--- src/rtl/sha256_pkg.sv ---
// Types, constants and round functions for the SHA-256 compression block.
// Depends on nothing; used by the round unit, the schedule and the top level.
package sha256_pkg;

	localparam int ROUNDS = 64;
	localparam int WINDOW = 16;

	typedef logic [31:0] word_t;
	typedef logic [7:0][31:0] vars_t;
	typedef logic [WINDOW-1:0][31:0] window_t;

	typedef enum logic [1:0] {
		MODE_IV    = 2'd0,
		MODE_CHAIN = 2'd1,
		MODE_MSG   = 2'd2
	} mode_t;

	typedef enum logic [1:0] {
		ST_IDLE,
		ST_ROUND,
		ST_ADD,
		ST_EMIT
	} state_t;

	typedef struct packed {
		logic load;
		logic shift;
	} sched_ctrl_t;

	localparam vars_t INIT_HASH = {
		32'h5be0cd19, 32'h1f83d9ab, 32'h9b05688c, 32'h510e527f,
		32'ha54ff53a, 32'h3c6ef372, 32'hbb67ae85, 32'h6a09e667
	};

	localparam word_t ROUND_K [ROUNDS] = '{
		32'h428a2f98, 32'h71374491, 32'hb5c0fbcf, 32'he9b5dba5,
		32'h3956c25b, 32'h59f111f1, 32'h923f82a4, 32'hab1c5ed5,
		32'hd807aa98, 32'h12835b01, 32'h243185be, 32'h550c7dc3,
		32'h72be5d74, 32'h80deb1fe, 32'h9bdc06a7, 32'hc19bf174,
		32'he49b69c1, 32'hefbe4786, 32'h0fc19dc6, 32'h240ca1cc,
		32'h2de92c6f, 32'h4a7484aa, 32'h5cb0a9dc, 32'h76f988da,
		32'h983e5152, 32'ha831c66d, 32'hb00327c8, 32'hbf597fc7,
		32'hc6e00bf3, 32'hd5a79147, 32'h06ca6351, 32'h14292967,
		32'h27b70a85, 32'h2e1b2138, 32'h4d2c6dfc, 32'h53380d13,
		32'h650a7354, 32'h766a0abb, 32'h81c2c92e, 32'h92722c85,
		32'ha2bfe8a1, 32'ha81a664b, 32'hc24b8b70, 32'hc76c51a3,
		32'hd192e819, 32'hd6990624, 32'hf40e3585, 32'h106aa070,
		32'h19a4c116, 32'h1e376c08, 32'h2748774c, 32'h34b0bcb5,
		32'h391c0cb3, 32'h4ed8aa4a, 32'h5b9cca4f, 32'h682e6ff3,
		32'h748f82ee, 32'h78a5636f, 32'h84c87814, 32'h8cc70208,
		32'h90befffa, 32'ha4506ceb, 32'hbef9a3f7, 32'hc67178f2
	};

	function automatic word_t rotr(input word_t x, input int n);
		rotr = (x >> n) | (x << (32 - n));
	endfunction

	function automatic word_t big_s0(input word_t x);
		big_s0 = rotr(x, 2) ^ rotr(x, 13) ^ rotr(x, 22);
	endfunction

	function automatic word_t big_s1(input word_t x);
		big_s1 = rotr(x, 6) ^ rotr(x, 11) ^ rotr(x, 25);
	endfunction

	function automatic word_t small_s0(input word_t x);
		small_s0 = rotr(x, 7) ^ rotr(x, 18) ^ (x >> 3);
	endfunction

	function automatic word_t small_s1(input word_t x);
		small_s1 = rotr(x, 17) ^ rotr(x, 19) ^ (x >> 10);
	endfunction

endpackage

--- src/rtl/sha256_round.sv ---
// Shared SHA-256 round unit: one round on the eight working variables.
// Depends on sha256_pkg.
module sha256_round (
	input  sha256_pkg::vars_t v_in,
	input  sha256_pkg::word_t k,
	input  sha256_pkg::word_t w,
	output sha256_pkg::vars_t v_out
);

	sha256_pkg::word_t t1;
	sha256_pkg::word_t t2;
	sha256_pkg::word_t ch;
	sha256_pkg::word_t maj;

	assign ch  = (v_in[4] & v_in[5]) ^ (~v_in[4] & v_in[6]);
	assign maj = (v_in[0] & v_in[1]) ^ (v_in[0] & v_in[2]) ^ (v_in[1] & v_in[2]);
	assign t1  = v_in[7] + sha256_pkg::big_s1(v_in[4]) + ch + k + w;
	assign t2  = sha256_pkg::big_s0(v_in[0]) + maj;

	always_comb begin
		v_out[7] = v_in[6];
		v_out[6] = v_in[5];
		v_out[5] = v_in[4];
		v_out[4] = v_in[3] + t1;
		v_out[3] = v_in[2];
		v_out[2] = v_in[1];
		v_out[1] = v_in[0];
		v_out[0] = t1 + t2;
	end

endmodule

--- src/rtl/sha256_sched.sv ---
// Message schedule: sixteen-word shift line that expands one word per round.
// Depends on sha256_pkg.
module sha256_sched (
	input  logic                    clk,
	input  sha256_pkg::sched_ctrl_t ctrl,
	input  sha256_pkg::window_t     load_words,
	output sha256_pkg::word_t       wt
);

	sha256_pkg::window_t w_q;
	sha256_pkg::word_t   w_new;

	assign wt    = w_q[0];
	assign w_new = sha256_pkg::small_s1(w_q[14]) + w_q[9]
		+ sha256_pkg::small_s0(w_q[1]) + w_q[0];

	always_ff @(posedge clk) begin
		if (ctrl.load) begin
			w_q <= load_words;
		end else if (ctrl.shift) begin
			for (int i = 0; i < sha256_pkg::WINDOW - 1; i++) begin
				w_q[i] <= w_q[i+1];
			end
			w_q[sha256_pkg::WINDOW-1] <= w_new;
		end
	end

endmodule

--- src/rtl/sha256_compression.sv ---
// SHA-256 compression block top level: sequencer, chaining value, window.
// Depends on sha256_pkg, sha256_round and sha256_sched.
//
//  channel | handshake            | fields
//  --------+----------------------+-----------------------------------------
//  in      | in_valid / in_stall  | mode, word_index, data_word
//  out     | out_valid / out_stall| digest_word, digest_index, digest_last
//
// A reset, chaining or message item other than word 15 is taken whenever the block is idle.
// Message word 15 starts 64 rounds at one per cycle in the shared round unit,
// then the chaining add in ST_ADD, then eight digest items in ST_EMIT.
// in_stall is high from word 15 until the last digest item is taken;
// out_stall holds the current digest item.
// arst_n loads the standard initial hash into the chaining value.
module sha256_compression (
	input  logic        clk,
	input  logic        arst_n,
	input  logic        in_valid,
	output logic        in_stall,
	input  logic [1:0]  mode,
	input  logic [3:0]  word_index,
	input  logic [31:0] data_word,
	output logic        out_valid,
	input  logic        out_stall,
	output logic [31:0] digest_word,
	output logic [2:0]  digest_index,
	output logic        digest_last
);

	sha256_pkg::state_t      state_q;
	sha256_pkg::state_t      state_nx;
	sha256_pkg::vars_t       chain_q;
	sha256_pkg::vars_t       v_q;
	sha256_pkg::vars_t       v_round;
	sha256_pkg::window_t     window_q;
	sha256_pkg::window_t     load_words;
	sha256_pkg::sched_ctrl_t sched_ctrl;
	sha256_pkg::word_t       wt;
	logic [5:0]              rnd_q;
	logic [2:0]              idx_q;
	logic                    in_acc;
	logic                    start;

	assign in_acc = in_valid && !in_stall;
	assign start  = in_acc && (mode == sha256_pkg::MODE_MSG) && (word_index == 4'd15);

	always_comb begin
		load_words     = window_q;
		load_words[15] = data_word;
	end

	always_comb begin
		state_nx         = state_q;
		in_stall         = 1'b1;
		out_valid        = 1'b0;
		sched_ctrl.load  = 1'b0;
		sched_ctrl.shift = 1'b0;
		case (state_q)
			sha256_pkg::ST_IDLE: begin
				in_stall        = 1'b0;
				sched_ctrl.load = start;
				if (start) begin
					state_nx = sha256_pkg::ST_ROUND;
				end
			end
			sha256_pkg::ST_ROUND: begin
				sched_ctrl.shift = 1'b1;
				if (rnd_q == 6'(sha256_pkg::ROUNDS - 1)) begin
					state_nx = sha256_pkg::ST_ADD;
				end
			end
			sha256_pkg::ST_ADD: begin
				state_nx = sha256_pkg::ST_EMIT;
			end
			sha256_pkg::ST_EMIT: begin
				out_valid = 1'b1;
				if (!out_stall && idx_q == 3'd7) begin
					state_nx = sha256_pkg::ST_IDLE;
				end
			end
			default: begin
				state_nx = sha256_pkg::ST_IDLE;
			end
		endcase
	end

	always_ff @(posedge clk or negedge arst_n) begin
		if (!arst_n) begin
			state_q <= sha256_pkg::ST_IDLE;
		end else begin
			state_q <= state_nx;
		end
	end

	always_ff @(posedge clk or negedge arst_n) begin
		if (!arst_n) begin
			rnd_q <= '0;
			idx_q <= '0;
		end else begin
			if (start) begin
				rnd_q <= '0;
			end else if (state_q == sha256_pkg::ST_ROUND) begin
				rnd_q <= rnd_q + 6'd1;
			end
			if (state_q == sha256_pkg::ST_ADD) begin
				idx_q <= '0;
			end else if (out_valid && !out_stall) begin
				idx_q <= idx_q + 3'd1;
			end
		end
	end

	always_ff @(posedge clk or negedge arst_n) begin
		if (!arst_n) begin
			chain_q <= sha256_pkg::INIT_HASH;
			v_q     <= '0;
		end else begin
			if (in_acc && mode == sha256_pkg::MODE_IV) begin
				chain_q <= sha256_pkg::INIT_HASH;
			end else if (in_acc && mode == sha256_pkg::MODE_CHAIN && !word_index[3]) begin
				chain_q[word_index[2:0]] <= data_word;
			end else if (state_q == sha256_pkg::ST_ADD) begin
				for (int i = 0; i < 8; i++) begin
					chain_q[i] <= chain_q[i] + v_q[i];
				end
			end
			if (start) begin
				v_q <= chain_q;
			end else if (state_q == sha256_pkg::ST_ROUND) begin
				v_q <= v_round;
			end
		end
	end

	always_ff @(posedge clk) begin
		if (in_acc && mode == sha256_pkg::MODE_MSG) begin
			window_q[word_index] <= data_word;
		end
	end

	sha256_sched u_sched (
		.clk        (clk),
		.ctrl       (sched_ctrl),
		.load_words (load_words),
		.wt         (wt)
	);

	sha256_round u_round (
		.v_in  (v_q),
		.k     (sha256_pkg::ROUND_K[rnd_q]),
		.w     (wt),
		.v_out (v_round)
	);

	assign digest_word  = chain_q[idx_q];
	assign digest_index = idx_q;
	assign digest_last  = (idx_q == 3'd7);

endmodule

--- config.mk ---
export PLATFORM = sky130hd
export DESIGN_NAME = sha256_compression
export DESIGN_NICKNAME = d
export VERILOG_FILES = /design/src/rtl/sha256_pkg.sv /design/src/rtl/sha256_round.sv /design/src/rtl/sha256_sched.sv /design/src/rtl/sha256_compression.sv
export SDC_FILE = /design/constraint.sdc
export NUM_CORES = 2
export LEC_CHECK = 0
export BUFFER_PORTS_ARGS = -buffer_cell sky130_fd_sc_hd__buf_2
export CORE_AREA = 2 2 603 605
export CTS_CLUSTER_DIAMETER = 100
export DETAILED_ROUTE_END_ITERATION = 7
export DIE_AREA = 0 0 605 607
export HOLD_SLACK_MARGIN = 0.05
export PLACE_DENSITY_LB_ADDON = 0.25
export SLEW_MARGIN = 20
export SYNTH_ARGS = -nofsm -noshare
export SYNTH_HDL_FRONTEND = slang
export SYNTH_SLANG_ARGS = --single-unit
--- constraint.sdc ---
create_clock -name clk -period 21.5 [get_ports clk]
set_input_delay 0 -clock clk [delete_from_list [all_inputs] [get_ports clk]]
set_output_delay 0 -clock clk [all_outputs]
set_load 0.1 [all_outputs]
Word-level counts from Yosys, hierarchy flattened. Memories as Yosys holds them, arrays and structs flattened. Index checks and enable logic that the tools add are counted. W data, S select, Z words.

Add/subtract/negate cells: 20. Order comparisons: 6. Eq/ne operators: 11. Muxes and demuxes: 29. Bitwise gates (word level): 28. Reduce and logical (&&, ||, !) cells: 19.

Operators by type and width (count): $mux W256 (5); $mux W512 (2); $add A32 B32 Y32 (18); $bwmux W512 (1); $xor A32 B32 Y32 (9); $bwmux W256 (1); $and A32 B32 Y32 (5); $mux W32 (5); $demux W32 S4 (1); $bmux W32 S3 (1); $demux W32 S3 (1); $not A32 Y32 (1); $or A10 B32 Y32 (1); $or A13 B32 Y32 (1); $or A14 B32 Y32 (1); $or A15 B32 Y32 (1); $or A19 B32 Y32 (1); $or A21 B32 Y32 (1); $or A25 B32 Y32 (1); $or A26 B32 Y32 (1); $or A30 B32 Y32 (1); $or A7 B32 Y32 (1); $xor A32 B22 Y32 (1); $xor A32 B29 Y32 (1); other kinds (25) (51).

Flip-flop bits (word level): 1547. ROM bits: 2048. Input port bits: 42. Output and inout bits: 38. Logic and storage cells: 165. Memories: 1.

Memory list: (no name shown) (words 64, width 32, rd ports 1, clocked after memory_dff 0, wr ports 0, line sha256_compression.sv:150) `.k (sha256_pkg::ROUND_K[rnd_q]),`.

Longest topological paths before layout.
Word-level depth: 10. Mapped depth: 38. Mapped depth without buffers: 36.

Cells and area by module. From an unflattened synthesis, not the netlist that was laid out.

Cells, all modules: 8420. Area, all modules: 92646.4 µm².

Modules (own cells, without submodules): sha256_compression (times used 1, cells each 5248, area an instance 55345.6 µm², sequential area each 27671.5 µm²); sha256_sched (times used 1, cells each 1712, area an instance 25873.6 µm², sequential area each 15374.7 µm²); sha256_round (times used 1, cells each 1460, area an instance 11427.2 µm², sequential area each 0.0 µm²).

Worst setup path before layout. OpenSTA, ideal clock, no wires.

Path kind: register to register. From: register state_q[0]. To: register u_sched.w_q[100] (netlist bit) (enable). Setup time: 3632 ps. Arrival time: 10144 ps. Required time: 17868 ps. Slack: 7724 ps. Stages on the path, launching flop included: 10. Buffers on the path: 3. Period minus slack after synthesis: 13776 ps. Cell sequence: dfrtp_1 inv_1 ha_1 nand2_1 nor3b_1 nand3_1 clkbuf_1 clkbuf_1 buf_1 nand2_1.

Word-level cells in the longest chain between the ends: 6. Elaborated cells between the ends (all ways): 8. Those cells by class: eq/ne: 1; mux: 2; reduce/logical: 5.

RTL lines: from (decl) (line sha256_compression.sv:30) `sha256_pkg::state_t state_q;`; from (signal assigned) (line sha256_compression.sv:89) `state_q <= sha256_pkg::ST_IDLE;`; from (signal assigned) (line sha256_compression.sv:91) `state_q <= state_nx;`; $logic_not A2 Y1 (line sha256_compression.sv:58) `case (state_q)`; $logic_and A1 B1 Y1 (line sha256_compression.sv:44) `assign in_acc = in_valid && !in_stall;`; $logic_and A1 B1 Y1 (2 in series) (line sha256_compression.sv:45) `assign start = in_acc && (mode == sha256_pkg::MODE_MSG) && (word_index == 4'd15);`; $mux W1 (line sha256_compression.sv:58); $reduce_bool A2 Y1 (no source line) *; to (signal assigned) (line sha256_sched.sv:19) `w_q <= load_words;`; to (signal, indexed assignment) (line sha256_sched.sv:22) `w_q[i] <= w_q[i+1];`; to (signal, indexed assignment) (line sha256_sched.sv:24) `w_q[sha256_pkg::WINDOW-1] <= w_new;`; to (decl) (line sha256_sched.sv:10) `sha256_pkg::window_t w_q;`.

Mark *: on every way between the ends. The rest lies on a longest branch, timed or not. A chain may end at the register's enable or synchronous reset.

Worst setup path in the final report.
From: register rnd_q[1]. To: register v_q[31] (netlist bit).

Word-level cells in the longest chain between the ends: 9.

RTL lines: from (decl) (line sha256_compression.sv:39) `logic [5:0] rnd_q;`; from (signal assigned) (line sha256_compression.sv:103) `rnd_q <= rnd_q + 6'd1;`; $not A6 Y7 (implied by the code) (line sha256_compression.sv:150); $mem_v2 Z64 W32; $mux W32 (implied by the code) (2 in series) (line sha256_compression.sv:150); $add A32 B32 Y32 (2 in series) (line sha256_round.sv:17) `assign t1 = v_in[7] + sha256_pkg::big_s1(v_in[4]) + ch + k + w;`; $add A32 B32 Y32 (line sha256_round.sv:28) `v_out[0] = t1 + t2;`; $mux W256 (line sha256_compression.sv:129) `end else if (state_q == sha256_pkg::ST_ROUND) begin`; $mux W256 (line sha256_compression.sv:127) `if (start) begin`; to (signal assigned) (line sha256_compression.sv:128) `v_q <= chain_q;`; to (signal assigned) (line sha256_compression.sv:130) `v_q <= v_round;`; to (decl) (line sha256_compression.sv:33) `sha256_pkg::vars_t v_q;`.

No other way between the ends. The select of a mux whose other input is x is not followed.

==> reports/metrics.yaml <==
clk-insertion-delay-late_ns: 0.90
cts_num_sinks: 1515
gp_congestion: 0.947
critPathLaunch: "rnd_q[1]$_DFFE_PN0P_"
ys_ff_latch: 1515
grt.overflow.total: 0
clock_path_buffers: 4
synthAdderAreaFrac: 0.102
drtIter0Drc: 6570
core-area_sq_um: 361000
antenna_found_initial: 39
fin_crit_ns: 9.38
synth_top_area_frac: 0.332
ys_types: 93
initial_core_util: 0.249
synth_fp_nets: 9590
dr.pass1.iters: 6
hold_path_end: "chain_q[253]$_DFFE_PN0P_"
portBuffers: 79
final_cell_mix: "1875 x nand2_1, 992 x edfxtp_1, 664 x a21oi_1"
cp_slowest_cell: "o21ai_0"
grt_max_degree: 197
yosys_warnings: 0
final_hold_viol_count: 0
worstPathArrival_ns: 10.09
slowest_delay_ns: 0.91
run_status: "completed"
max_cap_violations: 0
syn_inst: 8953
ant_nets: 0
grt_pass1_wl_microns: 518000
drive_gt1_frac: 0.0916
cpMostUsedCell: "o21ai_0"
post_cts_buffers: 0
synth-compound-area-share: 0.140
rsz0062_at_grt: "false"
synth_xor_area_frac: 0.0552
synth_area_leader_cell: "edfxtp_1"
viasPerCell: 5.05
worstMarginPinSlew_ns: 1.27
max_freq_mhz: 107
routed_wl_microns: 362000
synth_top_family_by_area: "compound AO/OA/AOI/OAI gates"
die-area_sq_um: 367000
synth_edf_count: 992
clk_pin_slew_ns: 0.06
cp_data_required_time_ns: 22.21
die_w_microns: 605
startpoint_type: "flop"
fin_tns_setup_ns: 0
crit_buf_inv: 3
r2r-end: "v_q[31]$_DFFE_PN0P_"
fillerInstances: 37538
cp_max_fo: 21
max-slew-margin-rel: 0.155
yosysSeqAreaShare: 0.479
setup_viol: 0
crit_family: "compound AO/OA/AOI/OAI gates"
dp_hpwl_microns: 257000
cts_tree: "done"
end_kind: "flop"
rr_startpoint: "rnd_q[1]$_DFFE_PN0P_"
synthSimpleGateAreaFrac: 0.136
wl_per_cell_microns: 26.1
synth_area_leaders: "edfxtp_1 33%, dfrtp_1 11%, nand2_1 7.8%, ha_1 5.6%, fa_1 4.3%"
die_y_microns: 607
criticalPathCategory: "reg -> reg"
async_flop_share: 0.345
whs_ns: 0.114
reg2regPathDepth: 34
report.final.slew_viol_count: 0
period_share: 0.436
core.rowCount: 221
htree_levels: 4
netlist_area_sq_um: 89800
synth_ff_type: "edfxtp_1"
mostFrequentLayoutCell: "nand2_1"
fin_skew_ns: 0.118
final_nets: 9546
remaining_drc_errors: 0
muxShareOfSynthArea: 0.0525
min-delay-start: "in_valid"
grt_pass1_vias: 69384
area_growth_pct: 13.6
cts_resized: 0
reg2reg_slack_ns: 12.12
synth.avg_cell_area_sq_um: 10.0
ios: 80
vias: 69947
worstHoldPathCells: 5
cts_buffers: 183
cp_num_cells: 34
grt.total_usage: 0.193
hp-class: "in -> reg"
cts_root_buf: "clkbuf_16"
## how the worst max path moves through the flow
stage / end / slack, ns
after detailed placement: v_q[31]$_DFFE_PN0P_ / 12.20
final: v_q[31]$_DFFE_PN0P_ / 12.12
after global placement: v_q[31]$_DFFE_PN0P_ / 11.95
after floorplan: u_sched.w_q[100]$_DFFE_PP_ / 7.72
after CTS: v_q[31]$_DFFE_PN0P_ / 12.22
after global routing: v_q[29]$_DFFE_PN0P_ / 11.51
## kinds of logic after synthesis
group | after synthesis
mux | 377
buf+inv | 853
simple gates | 2972
fa+ha+maj | 616
xor+xnor | 563
flops | 1515
compound gates | 2057
## cell usage after synthesis, drive strengths merged (43+ instances only)
master / instances
o21a: 50
a21o: 186
o211ai: 54
dfstp: 136
mux2i: 246
nor2b: 54
a21oi: 665
nor2: 616
nor3: 89
fa: 195
xnor2: 398
a211oi: 54
xor2: 164
dfrtp: 387
ha: 400
nand2b: 61
mux2: 62
o21bai: 43
mux4: 69
inv: 343
and3: 52
a31oi: 150
edfxtp: 992
nand3: 92
nand2: 1877
clkbuf: 470
o21ai: 541
## registers in the layout (all words and copies together) (netlist names)
register / cells
chain_q: 256
state_q: 2
u_sched.wt: 32
rnd_q: 6
u_sched.w_q: 480
digest_index: 3
v_q: 256
load_words: 480
## metal layers
metal  GRT usage  wire length, microns  vias up
met5           0                   100        -
met3      0.0280                 22900      535
li1            -                     -    31454
met1       0.271                164000    35499
met2       0.305                162000     2443
met4      0.0627                 13000       16
## worst register-to-register path: cells and delay by family, from the launching register on
kind                     cells  cell delay, ns
AO/OA/AOI/OAI               16            4.04
adder cells (fa/ha/maj)      5            2.45
buffers and inverters        3            0.81
XOR/XNOR                     1            0.23
AND/OR/NAND/NOR              9            1.50
flip-flops                   1            0.31
## repair_timing
action	in CTS	in global routing
setup endpoints to repair	0	0
endpoints found under the hold margin	962	0
hold buffers	43	0
## final cells by class
cell class | count | area (sq um) | share of cell area
antenna | 5 | 12.5 | 0.000123
clock buffer | 237 | 4910 | 0.0482
clock inverter | 87 | 787 | 0.00772
inverter | 346 | 1300 | 0.0127
multi-input combinational | 6585 | 43800 | 0.429
sequential | 1515 | 43100 | 0.422
tap | 4794 | 6000 | 0.0588
timing repair buffer | 278 | 2150 | 0.0211
## through the flow
stage          worst slack [ns]  utilization  instances  instance area [sq um]
2_1_floorplan              7.72            -       8953                  89800
3_3_place_gp              11.95        0.265      13474                  95800
3_5_place_dp              12.20        0.265      13474                  95800
4_1_cts                   12.22        0.283      13841                 102000
5_1_grt                   11.51        0.283      13842                 102000
6_report                  12.12        0.283      13847                 102000
Power is left out: the tool's default activity adds up to more than one toggle a clock period on the data nets, which glitch-free logic cannot reach.
